## config.mk

```make
export PLATFORM = sky130hd
export DESIGN_NAME = sensor_frame_deframer
export DESIGN_NICKNAME = d
export VERILOG_FILES = /design/src/sfd_pkg.sv /design/src/sensor_frame_deframer.sv /design/src/sfd_in_stage.sv /design/src/sfd_frame_core.sv /design/src/sfd_out_stage.sv
export SDC_FILE = /design/constraint.sdc
export NUM_CORES = 1
export LEC_CHECK = 0
export BUFFER_PORTS_ARGS = -buffer_cell sky130_fd_sc_hd__buf_2
export CAP_MARGIN = 20
export CORE_MARGIN = 3
export CORE_UTILIZATION = 60
export CTS_BUF_LIST = sky130_fd_sc_hd__clkbuf_8
export CTS_CLUSTER_SIZE = 16
export DETAILED_ROUTE_END_ITERATION = 16
export GPL_TIMING_DRIVEN = 0
export PLACE_DENSITY_LB_ADDON = 0.08
export SLEW_MARGIN = 0
export SYNTH_ARGS = -nofsm -noshare
export SYNTH_HDL_FRONTEND = slang
export SYNTH_HIERARCHICAL = 1
export SYNTH_SLANG_ARGS = --single-unit
```

## constraint.sdc

```tcl
create_clock -name clk -period 3.51 [get_ports clk]
set_clock_uncertainty 0.2 [all_clocks]
set_input_delay 0 -clock clk [delete_from_list [all_inputs] [get_ports clk]]
set_output_delay 0 -clock clk [all_outputs]
set_load 0.1 [all_outputs]
```

## src/sfd_pkg.sv

```systemverilog
// ----------------------------------------------------------------------------
// sfd_pkg: shared types and constants for the sensor frame deframer
// Frame layout, status codes and the result item structure.
// ----------------------------------------------------------------------------
package sfd_pkg;

  // frame geometry
  localparam int FRAME_BYTES = 9;
  localparam int POS_W       = 4;
  localparam int HUNT_W      = 7;

  localparam logic [POS_W-1:0]  POS_HUNT  = POS_W'(0);
  localparam logic [POS_W-1:0]  POS_TYPE  = POS_W'(1);
  localparam logic [POS_W-1:0]  POS_CHECK = POS_W'(FRAME_BYTES - 1);
  localparam logic [HUNT_W-1:0] MAX_HUNT  = HUNT_W'(64);

  // byte codes
  localparam logic [7:0] START_BYTE    = 8'hFF;
  localparam logic [7:0] TYPE_RESPONSE = 8'h86;
  localparam logic [7:0] TYPE_ACTIVE   = 8'h3B;

  // value byte offsets per mode (high byte of first concentration)
  localparam logic [POS_W-1:0] BASE_RESPONSE = POS_W'(2);
  localparam logic [POS_W-1:0] BASE_ACTIVE   = POS_W'(4);

  typedef enum logic [1:0] {
    ST_OK        = 2'd0,
    ST_BAD_TYPE  = 2'd1,
    ST_BAD_SUM   = 2'd2,
    ST_SYNC_LOST = 2'd3
  } status_t;

  typedef struct packed {
    status_t     status;
    logic [15:0] avg_four_hour;
    logic [15:0] avg_day;
  } result_t;

endpackage

```

## src/sensor_frame_deframer.sv

```systemverilog
// A result is loaded into the result register when the byte that closes it moves on from the byte register.
// Bytes enter at one per cycle while no result is stalled; the byte register and result register each hold one item.
// A stalled result holds the byte register too, so at most two items are in flight.
// Reset (synchronous, rst_n low): hunting for start, counters cleared, frame_mode 0.
// ----------------------------------------------------------------------------
// sensor_frame_deframer: top level
// Deframes nine-byte sensor frames, checks type and checksum, reports values or sync loss while hunting.
// ----------------------------------------------------------------------------
module sensor_frame_deframer
  import sfd_pkg::*;
(
  input  logic        clk,
  input  logic        rst_n,
  input  logic        cfg_valid,
  output logic        cfg_ready,
  input  logic        cfg_frame_mode,
  input  logic        in_valid,
  output logic        in_ready,
  input  logic [7:0]  in_rx_byte,
  output logic        out_valid,
  input  logic        out_ready,
  output logic [1:0]  out_status,
  output logic [15:0] out_avg_four_hour,
  output logic [15:0] out_avg_day
);

  logic       frame_mode_r;
  logic       byte_valid;
  logic [7:0] byte_data;
  logic       can_load;
  logic       byte_go;
  logic       res_valid;
  result_t    res;
  result_t    out_res;

  // mode register, always writable
  assign cfg_ready = 1'b1;

  always_ff @(posedge clk) begin
    if (!rst_n) begin
      frame_mode_r <= 1'b0;
    end else if (cfg_valid && cfg_ready) begin
      frame_mode_r <= cfg_frame_mode;
    end
  end

  // held byte moves on whenever the result register can take a load
  assign byte_go = byte_valid && can_load;

  sfd_in_stage u_in (
    .clk        (clk),
    .rst_n      (rst_n),
    .in_valid   (in_valid),
    .in_ready   (in_ready),
    .in_rx_byte (in_rx_byte),
    .take       (byte_go),
    .byte_valid (byte_valid),
    .byte_data  (byte_data)
  );

  sfd_frame_core u_core (
    .clk        (clk),
    .rst_n      (rst_n),
    .byte_go    (byte_go),
    .byte_data  (byte_data),
    .frame_mode (frame_mode_r),
    .res_valid  (res_valid),
    .res        (res)
  );

  sfd_out_stage u_out (
    .clk       (clk),
    .rst_n     (rst_n),
    .res_valid (res_valid),
    .res       (res),
    .can_load  (can_load),
    .out_valid (out_valid),
    .out_ready (out_ready),
    .out_res   (out_res)
  );

  assign out_status        = out_res.status;
  assign out_avg_four_hour = out_res.avg_four_hour;
  assign out_avg_day       = out_res.avg_day;

endmodule

```

## src/sfd_in_stage.sv

```systemverilog
// ----------------------------------------------------------------------------
// sfd_in_stage: input register
// Holds one received byte until the frame core consumes it.
// ----------------------------------------------------------------------------
module sfd_in_stage
  import sfd_pkg::*;
(
  input  logic       clk,
  input  logic       rst_n,
  input  logic       in_valid,
  output logic       in_ready,
  input  logic [7:0] in_rx_byte,
  input  logic       take,        // core consumes the held byte
  output logic       byte_valid,
  output logic [7:0] byte_data
);

  logic       valid_r;
  logic [7:0] data_r;

  // free slot, or the held item leaves this cycle
  assign in_ready   = !valid_r || take;
  assign byte_valid = valid_r;
  assign byte_data  = data_r;

  always_ff @(posedge clk) begin
    if (!rst_n) begin
      valid_r <= 1'b0;
    end else if (in_ready) begin
      valid_r <= in_valid;
    end
  end

  always_ff @(posedge clk) begin
    if (in_valid && in_ready) begin
      data_r <= in_rx_byte;
    end
  end

endmodule

```

## src/sfd_frame_core.sv

```systemverilog
// ----------------------------------------------------------------------------
// sfd_frame_core: frame tracking state and per-byte decode
// Hunts for the start byte, tracks position, sum, type match and values.
// ----------------------------------------------------------------------------
module sfd_frame_core
  import sfd_pkg::*;
(
  input  logic       clk,
  input  logic       rst_n,
  input  logic       byte_go,     // process byte_data this cycle
  input  logic [7:0] byte_data,
  input  logic       frame_mode,
  output logic       res_valid,
  output result_t    res
);

  logic [POS_W-1:0]  pos_r,    pos_nxt;
  logic [7:0]        sum_r,    sum_nxt;
  logic              type_r,   type_nxt;
  logic [15:0]       first_r,  first_nxt;
  logic [15:0]       second_r, second_nxt;
  logic [HUNT_W-1:0] hunt_r,   hunt_nxt;

  logic [HUNT_W-1:0] hunt_inc;
  logic [7:0]        sum_expect;
  logic [7:0]        type_want;
  logic [POS_W-1:0]  base;
  logic              hit;

  assign hunt_inc   = hunt_r + HUNT_W'(1);
  assign sum_expect = 8'd0 - sum_r;
  assign type_want  = frame_mode ? TYPE_ACTIVE : TYPE_RESPONSE;
  assign base       = frame_mode ? BASE_ACTIVE : BASE_RESPONSE;

  // next state and result for the current byte
  always_comb begin
    pos_nxt    = pos_r;
    sum_nxt    = sum_r;
    type_nxt   = type_r;
    first_nxt  = first_r;
    second_nxt = second_r;
    hunt_nxt   = hunt_r;
    hit        = 1'b0;
    res        = '{status: ST_OK, avg_four_hour: 16'd0, avg_day: 16'd0};

    if (pos_r == POS_HUNT) begin
      if (byte_data == START_BYTE) begin
        pos_nxt    = POS_TYPE;
        sum_nxt    = 8'd0;
        type_nxt   = 1'b0;
        first_nxt  = 16'd0;
        second_nxt = 16'd0;
        hunt_nxt   = '0;
      end else if (hunt_inc >= MAX_HUNT) begin
        hunt_nxt   = '0;
        hit        = 1'b1;
        res.status = ST_SYNC_LOST;
      end else begin
        hunt_nxt = hunt_inc;
      end
    end else if (pos_r >= POS_CHECK) begin
      // checksum byte closes the frame
      pos_nxt  = POS_HUNT;
      hunt_nxt = '0;
      hit      = 1'b1;
      if (!type_r) begin
        res.status = ST_BAD_TYPE;
      end else if (byte_data != sum_expect) begin
        res.status = ST_BAD_SUM;
      end else begin
        res.status        = ST_OK;
        res.avg_four_hour = first_r;
        res.avg_day       = second_r;
      end
    end else begin
      if (pos_r == POS_TYPE) begin
        type_nxt = (byte_data == type_want);
      end else if (pos_r == base) begin
        first_nxt[15:8] = byte_data;
      end else if (pos_r == base + POS_W'(1)) begin
        first_nxt[7:0] = byte_data;
      end else if (pos_r == base + POS_W'(2)) begin
        second_nxt[15:8] = byte_data;
      end else if (pos_r == base + POS_W'(3)) begin
        second_nxt[7:0] = byte_data;
      end
      sum_nxt = sum_r + byte_data;
      pos_nxt = pos_r + POS_W'(1);
    end
  end

  assign res_valid = byte_go && hit;

  always_ff @(posedge clk) begin
    if (!rst_n) begin
      pos_r    <= POS_HUNT;
      sum_r    <= 8'd0;
      type_r   <= 1'b0;
      first_r  <= 16'd0;
      second_r <= 16'd0;
      hunt_r   <= '0;
    end else if (byte_go) begin
      pos_r    <= pos_nxt;
      sum_r    <= sum_nxt;
      type_r   <= type_nxt;
      first_r  <= first_nxt;
      second_r <= second_nxt;
      hunt_r   <= hunt_nxt;
    end
  end

endmodule

```

## src/sfd_out_stage.sv

```systemverilog
// ----------------------------------------------------------------------------
// sfd_out_stage: result register
// Holds one result item until the consumer takes it.
// ----------------------------------------------------------------------------
module sfd_out_stage
  import sfd_pkg::*;
(
  input  logic    clk,
  input  logic    rst_n,
  input  logic    res_valid,
  input  result_t res,
  output logic    can_load,   // register free or emptied this cycle
  output logic    out_valid,
  input  logic    out_ready,
  output result_t out_res
);

  logic    valid_r;
  result_t res_r;

  assign can_load  = !valid_r || out_ready;
  assign out_valid = valid_r;
  assign out_res   = res_r;

  always_ff @(posedge clk) begin
    if (!rst_n) begin
      valid_r <= 1'b0;
    end else if (can_load) begin
      valid_r <= res_valid;
    end
  end

  always_ff @(posedge clk) begin
    if (can_load && res_valid) begin
      res_r <= res;
    end
  end

endmodule

```

* Yosys cells after proc, flatten, opt, wreduce, memory -nomap -nowiden *
Cells that the tools add are included.

storage, ports and cells
  word-level logic and storage cells = 107
  output and inout port bits = 37
  register bits = 97

operators by class
  eq/ne operators = 14
  add/subtract/negate cells = 7
  mux-type cells = 43
  bitwise gates (word level) = 2
  reduce and logical (&&, ||, !) cells = 24
  magnitude comparators = 2

operators by type and width
  operator               count
  $mux W16               9
  $mux W8                10
  $mux W32               2
  $mux W34               1
  $mux W7                4
  $eq A4 B4 Y1           4
  $mux W4                3
  $reduce_bool A2 Y1     6
  $mux W2                5
  $ne A2 B1 Y1 const B   5
  $add A4 B1 Y4 const B  2
  $add A4 B2 Y4 const B  2
  $add A8 B8 Y8          1
  $eq A8 B8 Y1           1
  $eq A8 B8 Y1 const B   1
  $mux W1                8
  $ne A8 B8 Y1           1
  $reduce_and A8 Y1      1
  $sub A1 B8 Y8 const A  1
  $add A7 B1 Y7 const B  1
  $ge A7 B7 Y1 const B   1
  $reduce_and A7 Y1      1
  $reduce_and A6 Y1      1
  $reduce_and A5 Y1      1
  other kinds (13)       20

* Depth between registers and ports, before layout *
Gate-level depths: netlist of run 1.

  depth in word-level cells = 10
  depth in mapped cells = 9

* Hierarchy *
Netlist of run 1, hierarchy kept.

by module, submodules not included
  module                 cells an instance  instances  area an instance (um^2)
  sfd_frame_core         354                1          3113.0
  sfd_out_stage          39                 1          1078.5
  sfd_in_stage           13                 1          297.8
  sensor_frame_deframer  6                  1          53.8

* Least setup slack after synthesis of run 1 *
No wires, ideal clock.

  path kind = register to register
  start point = reg u_out.valid_r (netlist: u_out/out_valid)
  end point = reg u_core.first_r[0]
  stages on the path, launching flop included = 8
  clock period less this slack = 2.504 ns
  path buffers = 0
  library setup time = 0.116 ns
  setup slack = 1.006 ns
  data arrival time = 2.188 ns
  cells stage by stage = dfxtp_1 -> nand2b_4 -> and2_1 -> nor2b_1 -> nand2_1 -> nor3_4 -> mux2i_1 -> nor2b_1

between the ends
  cells in the longest elaborated chain, start to end = 4

RTL lines
  element                      RTL line                     RTL
  from (decl)                  sfd_out_stage.sv:18          logic valid_r;
  from (signal assigned)       sfd_out_stage.sv:29          valid_r <= res_valid;
  $logic_not A1 Y1             sfd_out_stage.sv:21          assign can_load = !valid_r || out_ready;
  $logic_or A1 B1 Y1           sfd_out_stage.sv:21
  via can_load                 sensor_frame_deframer.sv:30  logic can_load;
  $logic_and A1 B1 Y1          sensor_frame_deframer.sv:48  assign byte_go = byte_valid && can_load;
  via byte_go                  sensor_frame_deframer.sv:31  logic byte_go;
  $reduce_and A6 Y1 (no line)  -
  to (signal assigned)         sfd_frame_core.sv:106        first_r <= first_nxt;
  to (decl)                    sfd_frame_core.sv:20         logic [15:0] first_r, first_nxt;

The timed path passes the listed nets, and every way through them passes these cells.
A chain may end at the register's enable or synchronous reset.

* Worst setup path after layout of run 1 *
  start point = reg u_core.pos_r[0]
  end point = reg u_core.first_r[1]

between the ends
  cells in the longest elaborated chain, start to end = 3
  elaborated cells on any way between the ends = 12
  classes of those cells = 1 x order compare; 7 x eq/ne; 1 x mux; 3 x reduce/logical

RTL lines
  element                                         RTL line               RTL
  from (decl)                                     sfd_frame_core.sv:17   logic [POS_W-1:0] pos_r, pos_nxt;
  from (signal assigned)                          sfd_frame_core.sv:103  pos_r <= pos_nxt;
  $ge A4 B4 Y1 (tied with other cells)            sfd_frame_core.sv:61   end else if (pos_r >= POS_CHECK) begin
  $ne A2 B1 Y1 (no line) (tied with other cells)  -
  $reduce_and A6 Y1 (no line)                     -

Several ways; a longest one is shown, not always the timed one.

==> results of run 1 <==
-- cells in the final DEF, fill, tap and decap left out, types with 4 or more instances in the layout --
cell type      Yosys  routed
nor4_1             4       4
nor2b_1           50      50
a31oi_1            5       5
a21oi_1            9       9
o21ai_0           13      13
ha_1              12      12
nand3_1           10      10
nand4_1            4       4
edfxtp_1          42      42
inv_1             15      15
a211oi_1           4       4
and2_2            28      28
and2_1            10      10
a21boi_0           4       4
dfxtp_1           55      55
o21a_1             4       4
o22ai_1            4       4
mux2i_1           37      37
xnor2_1            7       7
xor2_1             7       7
dlygate4sd3_1      0      15
a21o_1             4       4
buf_2              0      49
nand2_1           19      19
clkbuf_8           0       9
clkbuf_1           9       9
nor3_1             6       6
nor2_1            16      16
-- cell type report --
type | count | area, sq um | area share, %
tap | 99 | 124 | 2.36
multi-input combinational | 287 | 2070 | 39.3
buffer | 13 | 56.3 | 1.07
sequential | 97 | 2360 | 44.9
clock buffer | 9 | 124 | 2.36
timing repair buffer | 65 | 403 | 7.66
clock inverter | 7 | 65.1 | 1.24
inverter | 15 | 56.3 | 1.07
-- how the worst max path moves through the flow --
stage	start	end	slack, ns
3_5_place_dp	u_core/pos_r[0]	u_core/first_r[1]	0.61
5_1_grt	u_core/pos_r[0]	u_core/first_r[2]	0.37
3_3_place_gp	u_core/pos_r[0]	u_core/first_r[3]	0.64
2_1_floorplan	u_out/out_valid	u_core/first_r[0]	1.01
4_1_cts	u_core/pos_r[0]	u_core/first_r[1]	0.59
6_report	u_core/pos_r[0]	u_core/first_r[1]	0.55
-- metal layers --
layer / up-vias / global-route usage, % / part of all wire, %
li1: 1604 / - / -
met3: 14 / 5.15 / 3.3
met4: 0 / 9.04 / 1.9
met2: 62 / 37.8 / 47
met5: - / 0 / 0
met1: 1487 / 29.6 / 48
-- power groups by stage --
stage / logic, mW / clock network, mW / registers [mW]
detailed placement: 0.0901 / 0 / 1.22
global route: 0.114 / 0.761 / 1.19
global placement: 0.0875 / 0 / 1.22
finish: 0.105 / 0.698 / 1.19
floorplan: 0.0680 / 0 / 1.21
CTS: 0.103 / 0.713 / 1.19
-- kinds of logic after synthesis --
kind of cell,synth area share [%]
xor+xnor,2.70
simple gates,22.0
mux,8.15
flops,52.0
other cells,0.0825
fa+ha+maj,3.75
compound gates,8.81
buf+inv,2.48
-- through the flow --
step	cells	area [sq um]	total power [mW]	hold WS [ns]
2_1_floorplan	412	4540	1.28	-0.101
3_3_place_gp	560	4910	1.30	-0.0238
3_5_place_dp	560	4910	1.31	-0.0219
4_1_cts	591	5250	2.01	0.00722
5_1_grt	592	5260	2.07	0.0573
6_report	592	5260	2.00	0.0191
-- flip-flops by register name, summed over array words and instances (netlist names), 4 cells and up --
register         cells
u_in/byte_data       8
u_core/hunt_r        7
u_core/first_r      16
u_core/sum_r         8
u_core/pos_r         4
u_out/out_res       34
u_core/second_r     16
-- critical path, delay by kind of cell (launching register included) --
family | cells | cell delay, ns
AND/OR/NAND/NOR | 4 | 1.20
flip-flops | 1 | 0.48
adder cells (fa/ha/maj) | 1 | 0.30
multiplexers | 1 | 0.28
AO/OA/AOI/OAI | 1 | 0.25
buffers and inverters | 1 | 0.13
==> reports/qor.yml, run 1 <==
floorplan:
  die_w_um: 93.0
  start_util_pct: 62.3
  core-area_sq_um: 7290
  die_h_um: 93.0
  rows: 31
  ios: 51
  dieArea_sq_um: 8650
synth:
  synth_nets: 439
  ys_seq_area_share_pct: 52.0
  synth.most_common_cell: "dfxtp_1"
  synth_area_sq_um: 4540
  yosysTopAreaCell: "edfxtp_1"
  synth_edf_count: 42
  postSynth.asyncResetShare_pct: 0
  syn_avg_cell_area_sq_um: 11.0
  ys_ff_latch: 97
  synthFlopType: "dfxtp_1"
  synthTopCellsByArea: "edfxtp_1 (28%), dfxtp_1 (24%), mux2i_1 (8.2%)"
  synth_commonest_cells: "dfxtp_1 (55), nor2b_1 (50), edfxtp_1 (42), mux2i_1 (37), and2_2 (28)"
  syn_inst: 412
  synth_warnings: 6
  yosysUniqueCellTypes: 48
  synth_top_area_share_pct: 27.8
place:
  place_hpwl_mm: 6.44
  portBuffers: 49
  dp_slack_ns: 0.606
  routabilityCongestion: 0.895
worst_setup_path:
  r2r_end: "u_core/first_r[1]"
  crit_type: "reg2reg"
  r2r-start: "u_core/pos_r[0]"
  critPathSlowestCell: "nor3_4"
  crit_path_max_fanout: 9
  reg2reg_depth: 8
  cp_data_arrival_time_ns: 3.04
  critPathMaxStageDelay_ns: 0.60
  crit_required_ns: 3.59
  end_kind: "flop"
  cp-start-kind: "flop"
  rrSetupSlack_ns: 0.55
  crit_chain: "inv_1, ha_1, nor3b_1, o21ai_1, nand2_1, nor3_4, mux2i_1, nor2b_1"
sta:
  setup_viol: 0
  fin_crit_ns: 2.96
  setup-tns-final_ns: 0
  max_freq_mhz: 338
  rsz0062_at_grt: "no"
  finalHoldViolCount: 0
  tightest_slew_ns: 0.615
  timing.slew.headroom_pct: 58.4
  setup_ws_ns: 0.552
  slew_viol_final: 0
  fin_crit_sh_pct: 84.3
finish:
  syn_to_final_growth_pct: 15.8
  nNetsFinal: 515
  drive_gt1_share_pct: 21.5
  utilization_pct: 72.1
  diodes: 0
  nFillCells: 571
route:
  routed_wl_mm: 9.37
  wl_per_cell_um: 15.8
  drt_iter0_markers: 250
  via_per_inst: 5.35
  drcViolationCount: 0
  vias: 3167
  detail-route-antenna-nets: 0
  drtPass1Iterations: 4
clock_network:
  cts_tree: "done"
  cts_root_buffer: "clkbuf_8"
  h-tree-depth: 3
  cts_buffers: 9
  cts_resized: 0
  cts_hold_buf: 15
  postCtsSetupBuffers: 0
  cts_buffer_depth: 2
  clock_latency_ns: 0.38
  clock-sinks: 97
  clkTransAtPathRegs_ns: 0.10
global_routing:
  track_usage_pct: 23.0
  grt_overflow: 0
  grt_pass1_wl_mm: 15.1
  first_global_vias: 3111
  antenna_found_initial: 0
  grt_max_degree: 35
power_and_ir_drop:
  p_comb_share_pct: 5.3
  p_int_mw: 1.50
  swShare_pct: 24.9
  p_per_area_nw_per_um2: 379
  pwr-share-clk_pct: 35.0
  vdd_drop_max_mv: 0.269
  p_sw_mw: 0.496
  p_leak_nw: 2.23
  pwr-share-seq_pct: 59.7
run:
  maxCapViolations: 0
min_path:
  min_path_type: "in2reg"
  hold_depth: 3
  hold_start: "rst_n"
  hold_end: "u_core/second_r[14]"
status:
  status: "completed"
Note: power is estimated with default switching activity, not from simulation.
==> inputs of run 2 (changes only) <==
Settings changed: CORE_UTILIZATION 60 to 55.
Clock period 3.51 ns to 2.55 ns, I/O delays scaled along.
==> run 2 against run 1 <==
  * Design area is 3.7% higher
  * Register-to-register slack got worse by 0.50 ns
  * Power grew 38%
  * Worst setup slack worse by 0.50 ns
  * Fmax up 18%
  * Critical path depth did not move
  * Clock power increased by 39%
  * Sequential power grew 38%
  * Non-clock buffer count up 7
  * Critical endpoint is now u_out/out_res[12]
  * Largest power group unchanged
  * Highest routed layer unchanged
==> reports/qor.yml, run 2 (synthesis gave the netlist of run 1 again) <==
floorplan:
  ios: 51  # unchanged
  start_util_pct: 57.6  # was 62.3%
  rows: 32  # was 31
  die_h_um: 96.9  # was 93.0 um
  core-area_sq_um: 7890  # was 7290 sq um
  dieArea_sq_um: 9390  # was 8650 sq um
  die_w_um: 96.9  # was 93.0 um
sta:
  slew_viol_final: 0  # unchanged
  rsz0062_at_grt: "yes"  # was no
  setup_viol: 0  # unchanged
  setup_ws_ns: 0.0495  # was 0.552 ns
  hold_ws_ns: 0.144  # was 0.0191 ns
  setup-tns-final_ns: 0  # unchanged
  fin_crit_sh_pct: 98.1  # was 84.3%
  max_freq_mhz: 400  # was 338 MHz
  tightest_slew_ns: 0.638  # was 0.615 ns
  fin_crit_ns: 2.50  # was 2.96 ns
  finalHoldViolCount: 0  # unchanged
  timing.slew.headroom_pct: 57.4  # was 58.4%
worst_setup_path:
  cp-start-kind: "flop"  # unchanged
  cp_top_family: "simple AND/OR/NAND/NOR gates"  # unchanged
  crit_type: "reg2reg"  # unchanged
  rrSetupSlack_ns: 0.05  # was 0.55 ns
  cp_num_buf_inv: 3  # was 1
  r2r-start: "u_core/sum_r[1]"  # was u_core/pos_r[0]
  critPathSlowestCell: "or4_4"  # was nor3_4
  cp-startpoint: "u_core/sum_r[1]"  # was u_core/pos_r[0]
  r2r_end: "u_out/out_res[12]"  # was u_core/first_r[1]
  path_depth: 8  # unchanged
  setup.worst_path.end: "u_out/out_res[12]"  # was u_core/first_r[1]
  crit_chain: "inv_4, ha_2, xor2_1, or4_4, a2111oi_4, buf_4, clkbuf_8, and2_2"  # was inv_1, ha_1, nor3b_1, o21ai_1, nand2_1, nor3_4, mux2i_1, nor2b_1
  crit_path_max_fanout: 10  # was 9
  cp_data_arrival_time_ns: 2.54  # was 3.04 ns
  crit_required_ns: 2.59  # was 3.59 ns
  critPathMaxStageDelay_ns: 0.51  # was 0.60 ns
  reg2reg_depth: 8  # unchanged
  end_kind: "flop"  # unchanged
finish:
  nNetsFinal: 525  # was 515
  multi_input_area_sq_um: 2160  # was 2070 sq um
  register_area_sq_um: 2370  # was 2360 sq um
  diodes: 0  # unchanged
  drive_gt1_share_pct: 26.6  # was 21.5%
  final_cell_mix: "dfxtp_1 (52), nor2b_1 (49), buf_2 (49)"  # was dfxtp_1 (55), nor2b_1 (50), buf_2 (49)
  final_common_cell: "dfxtp_1"  # unchanged
  largest_register_ffs: 34  # unchanged
  syn_to_final_growth_pct: 20.0  # was 15.8%
  nFillCells: 605  # was 571
  fin_cells: 605  # was 592
power_and_ir_drop:
  vdd_drop_max_mv: 0.334  # was 0.269 mV
  p_leak_nw: 2.07  # was 2.23 nW
  p_per_area_nw_per_um2: 506  # was 379 nW/um^2
route:
  wl_per_cell_um: 16.4  # was 15.8 um
  detail-route-antenna-nets: 0  # unchanged
  vias: 3265  # was 3167
  drtPass1Iterations: 5  # was 4
  drcViolationCount: 0  # unchanged
  drt_iter0_markers: 131  # was 250
  via_per_inst: 5.40  # was 5.35
  routed_wl_mm: 9.90  # was 9.37 mm
clock_network:
  cts_root_buffer: "clkbuf_8"  # unchanged
  cts_buffers: 9  # unchanged
  cts_buffer_depth: 2  # unchanged
  clock_latency_ns: 0.36  # was 0.38 ns
  clkTransAtPathRegs_ns: 0.09  # was 0.10 ns
  h-tree-depth: 3  # unchanged
  clock-sinks: 97  # unchanged
  cts_tree: "done"  # unchanged
global_routing:
  grt_max_degree: 18  # was 35
  grt_pass1_wl_mm: 15.9  # was 15.1 mm
  antenna_found_initial: 0  # unchanged
  first_global_vias: 3207  # was 3111
  grt_overflow: 0  # unchanged
  track_usage_pct: 21.3  # was 23.0%
status:
  status: "completed"  # unchanged
place:
  portBuffers: 49  # unchanged
  routabilityCongestion: 0.920  # was 0.895
  place_hpwl_mm: 6.49  # was 6.44 mm
  dp_slack_ns: -0.327  # was 0.606 ns
  dpl.cell_count: 563  # was 560
run:
  maxCapViolations: 0  # unchanged
min_path:
  min_path_type: "in2reg"  # unchanged
## run 2: cell count changes in the layout (fill, tap and decap cells not counted), sizes merged
| cell | change |
|---|---|
| clkbuf | -1 |
| buf | +8 |
| and2 | +3 |
| bufinv | +1 |
| inv | -1 |
## run 2: worst min path at each step
stage	from	to	slack [ns]	cells after the start
floorplan	in_rx_byte[0]	u_in/byte_data[0]	-0.10	0
global placement	in_rx_byte[2]	u_in/byte_data[2]	-0.02	1
detailed placement	in_rx_byte[2]	u_in/byte_data[2]	-0.02	1
CTS	in_rx_byte[3]	u_in/byte_data[3]	0.12	2
global route	in_rx_byte[3]	u_in/byte_data[3]	0.14	2
finish	in_rx_byte[7]	u_in/byte_data[7]	0.14	2
## run 2: metrics by stage
step                      cell area (sq um)  power (mW)  utilization, %
after CTS                              5380        2.78            68.1
after floorplan                        4540        1.76               -
after detailed placement               4920        1.80            62.3
after global routing                   5450        2.87            69.1
final                                  5450        2.76            69.1
after global placement                 4920        1.80            62.3
## run 2: final cells by class
class                   instances  area share, %
plain buffers                  13           1.47
clock buffers                   9           2.27
clock inverters                 7           1.15
inverters                      15           1.08
multi-input cells             290           39.7
flip-flops and latches         97           43.4
well taps                     102           2.34
repair buffers                 72           8.58
## run 2: routing by layer
| layer | share of wire, % | vias to the layer above | wire length, um | track usage [%] |
|---|---|---|---|---|
| li1 | - | 1624 | - | - |
| met1 | 46 | 1545 | 4600 | 28.1 |
| met2 | 47 | 82 | 4670 | 34.1 |
| met3 | 4.0 | 14 | 401 | 4.83 |
| met4 | 2.4 | 0 | 233 | 8.21 |
| met5 | 0 | - | 0 | 0 |
## run 2: timing repair
item | in CTS | in global routing
gates resized for setup | 18 | 15
hold buffers | 15 | 0
setup endpoints to repair | 98 | 92
endpoints found under the hold margin | 19 | 0
cloned | 1 | 2
pin swaps | 4 | 5
setup buffers | 6 | 2
## run 2: power breakdown
part           switching, mW  leakage, nW  internal [mW]
sequential            0.0183        0.768           1.62
combinational         0.0796         1.21         0.0710
clock                  0.524       0.0959          0.446
total                  0.622         2.07           2.14
==> inputs of run 3 (changes only) <==
==> constraint.sdc (replaced) <==
create_clock -name clk -period 2.55 [get_ports clk]
set_clock_uncertainty 0.2 [all_clocks]
set_input_delay 0.765 -clock clk [delete_from_list [all_inputs] [get_ports clk]]
set_output_delay 0.765 -clock clk [all_outputs]
set_load 0.1 [all_outputs]
==> run 3 against run 2 <==
  * Register-to-register slack got worse by 0.02 ns
  * Worst setup slack worse by 0.017 ns
  * Routed wire length down 0.10%
  * Die area did not move
  * Critical path depth stayed put
  * Worst hold slack improved by 0.13 ns
==> reports/qor.yml, run 3 (synthesis gave the netlist of run 1 again) <==
finish:
  drive_gt1_share_pct: 28.7  # was 26.6%
  largest_register_ffs: 34  # unchanged
  final_cell_mix: "dfxtp_1 (50), nor2b_1 (49), buf_2 (48)"  # was dfxtp_1 (52), nor2b_1 (49), buf_2 (49)
  final_common_cell: "dfxtp_1"  # unchanged
  syn_to_final_growth_pct: 18.7  # was 20.0%
  nFillCells: 595  # was 605
  nNetsFinal: 514  # was 525
  fin_cells: 594  # was 605
  diodes: 0  # unchanged
sta:
  finalHoldViolCount: 0  # unchanged
  timing.slew.headroom_pct: 60.3  # was 57.4%
  slew_viol_final: 0  # unchanged
  fin_crit_ns: 2.52  # was 2.50 ns
  tightest_slew_ns: 0.594  # was 0.638 ns
  rsz0062_at_grt: "yes"  # unchanged
  setup-tns-final_ns: 0  # unchanged
  setup_viol: 0  # unchanged
  max_freq_mhz: 397  # was 400 MHz
  fin_crit_sh_pct: 98.7  # was 98.1%
route:
  wl_per_cell_um: 16.7  # was 16.4 um
  drtPass1Iterations: 5  # unchanged
  vias: 3269  # was 3265
  drt_iter0_markers: 132  # was 131
  detail-route-antenna-nets: 0  # unchanged
  drcViolationCount: 0  # unchanged
  via_per_inst: 5.50  # was 5.40
  routed_wl_mm: 9.89  # was 9.90 mm
worst_setup_path:
  cp_num_buf_inv: 3  # unchanged
  crit_chain: "inv_4, ha_2, xor2_1, or4_4, a2111oi_4, buf_6, clkbuf_16, and2_2"  # was inv_4, ha_2, xor2_1, or4_4, a2111oi_4, buf_4, clkbuf_8, and2_2
  critPathMaxStageDelay_ns: 0.51  # about the same
  reg2reg_depth: 8  # unchanged
  cp_top_family: "simple AND/OR/NAND/NOR gates"  # unchanged
  end_kind: "flop"  # unchanged
  critPathSlowestCell: "or4_4"  # unchanged
  path_depth: 8  # unchanged
  cp_data_arrival_time_ns: 2.55  # was 2.54 ns
  crit_type: "reg2reg"  # unchanged
  cp-start-kind: "flop"  # unchanged
  crit_path_max_fanout: 6  # was 10
  crit_required_ns: 2.59  # about the same
clock_network:
  cts_hold_buf: 0  # was 15
  cts_tree: "done"  # unchanged
  cts_root_buffer: "clkbuf_8"  # unchanged
  clock_latency_ns: 0.36  # about the same
  clkTransAtPathRegs_ns: 0.09  # about the same
  clock-sinks: 97  # unchanged
  h-tree-depth: 3  # unchanged
  cts_buffers: 9  # unchanged
  cts_buffer_depth: 2  # unchanged
power_and_ir_drop:
  p_per_area_nw_per_um2: 508  # was 506 nW/um^2
  vdd_drop_max_mv: 0.335  # was 0.334 mV
  swShare_pct: 22.4  # was 22.5%
  pwr-share-seq_pct: 59.8  # was 59.4%
  p_int_mw: 2.12  # was 2.14 mW
  p_leak_nw: 2.05  # was 2.07 nW
  p_sw_mw: 0.614  # was 0.622 mW
  p_comb_share_pct: 4.9  # was 5.5%
  pwr-share-clk_pct: 35.2  # was 35.1%
global_routing:
  grt_pass1_wl_mm: 15.7  # was 15.9 mm
  track_usage_pct: 20.9  # was 21.3%
  grt_max_degree: 18  # unchanged
  first_global_vias: 3146  # was 3207
  antenna_found_initial: 0  # unchanged
  grt_overflow: 0  # unchanged
floorplan:
  rows: 32  # unchanged
  core-area_sq_um: 7890  # unchanged
  ios: 51  # unchanged
  die_h_um: 96.9  # unchanged
  die_w_um: 96.9  # unchanged
  dieArea_sq_um: 9390  # unchanged
  start_util_pct: 57.6  # unchanged
min_path:
  min_path_type: "reg2reg"  # was in2reg
  hold_depth: 1  # was 2
place:
  place_hpwl_mm: 6.49  # unchanged
  dpl.cell_count: 563  # unchanged
  portBuffers: 49  # unchanged
  routabilityCongestion: 0.920  # unchanged
status:
  status: "completed"  # unchanged
run:
  maxCapViolations: 0  # unchanged
run 3: path summary, 6_finish.rpt:
path                                        from  slack [ns]                 to
worst max register to register   u_core/sum_r[0]        0.03  u_out/out_res[20]
worst min register to register  u_core/hunt_r[5]        0.27   u_core/hunt_r[5]
worst max-delay path             u_core/sum_r[0]        0.03  u_out/out_res[20]
worst min-delay path            u_core/hunt_r[5]        0.27   u_core/hunt_r[5]
run 3: cell type report:
cell class | instances | area [sq um] | area share (%)
Buffer | 13 | 82.6 | 1.53
Clock buffer | 9 | 124 | 2.30
Clock inverter | 7 | 62.6 | 1.16
Inverter | 15 | 61.3 | 1.14
Multi-Input combinational cell | 290 | 2170 | 40.2
Sequential cell | 97 | 2370 | 44.0
Tap cell | 102 | 128 | 2.37
Timing Repair Buffer | 61 | 397 | 7.35
run 3: per-layer routing:
layer,global-route usage [%],share of wire (%),up-vias
met5,0,0,-
met4,7.78,1.8,0
met3,4.90,4.8,13
met2,33.2,47,86
met1,28.0,46,1566
li1,-,-,1604
run 3: power by group through the flow:
stage	sequential (mW)	clock (mW)	combinational (mW)
2_1_floorplan	1.67	0	0.0936
3_3_place_gp	1.68	0	0.121
3_5_place_dp	1.68	0	0.124
4_1_cts	1.64	0.997	0.132
5_1_grt	1.64	1.06	0.148
6_report	1.64	0.965	0.135
run 3: metrics by stage:
step                utilization (%)  hold WS [ns]  cell area (sq um)  setup WS [ns]  power (mW)
global placement               62.3         0.253               4920         -0.358        1.80
global route                   68.4         0.317               5390        -0.0340        2.85
CTS                            66.4         0.280               5240        -0.0155        2.77
finish                         68.4         0.273               5390         0.0329        2.74
floorplan                         -         0.240               4540         0.0279        1.76
detailed placement             62.3         0.263               4920         -0.397        1.80
run 3: repair_timing:
item | CTS | global route
pin swaps | 4 | 5
cloned | 1 | 4
resized for setup | 21 | 23
buffers inserted | 6 | 4
endpoints found under the hold margin | 0 | 0
setup endpoints to repair | 99 | 93
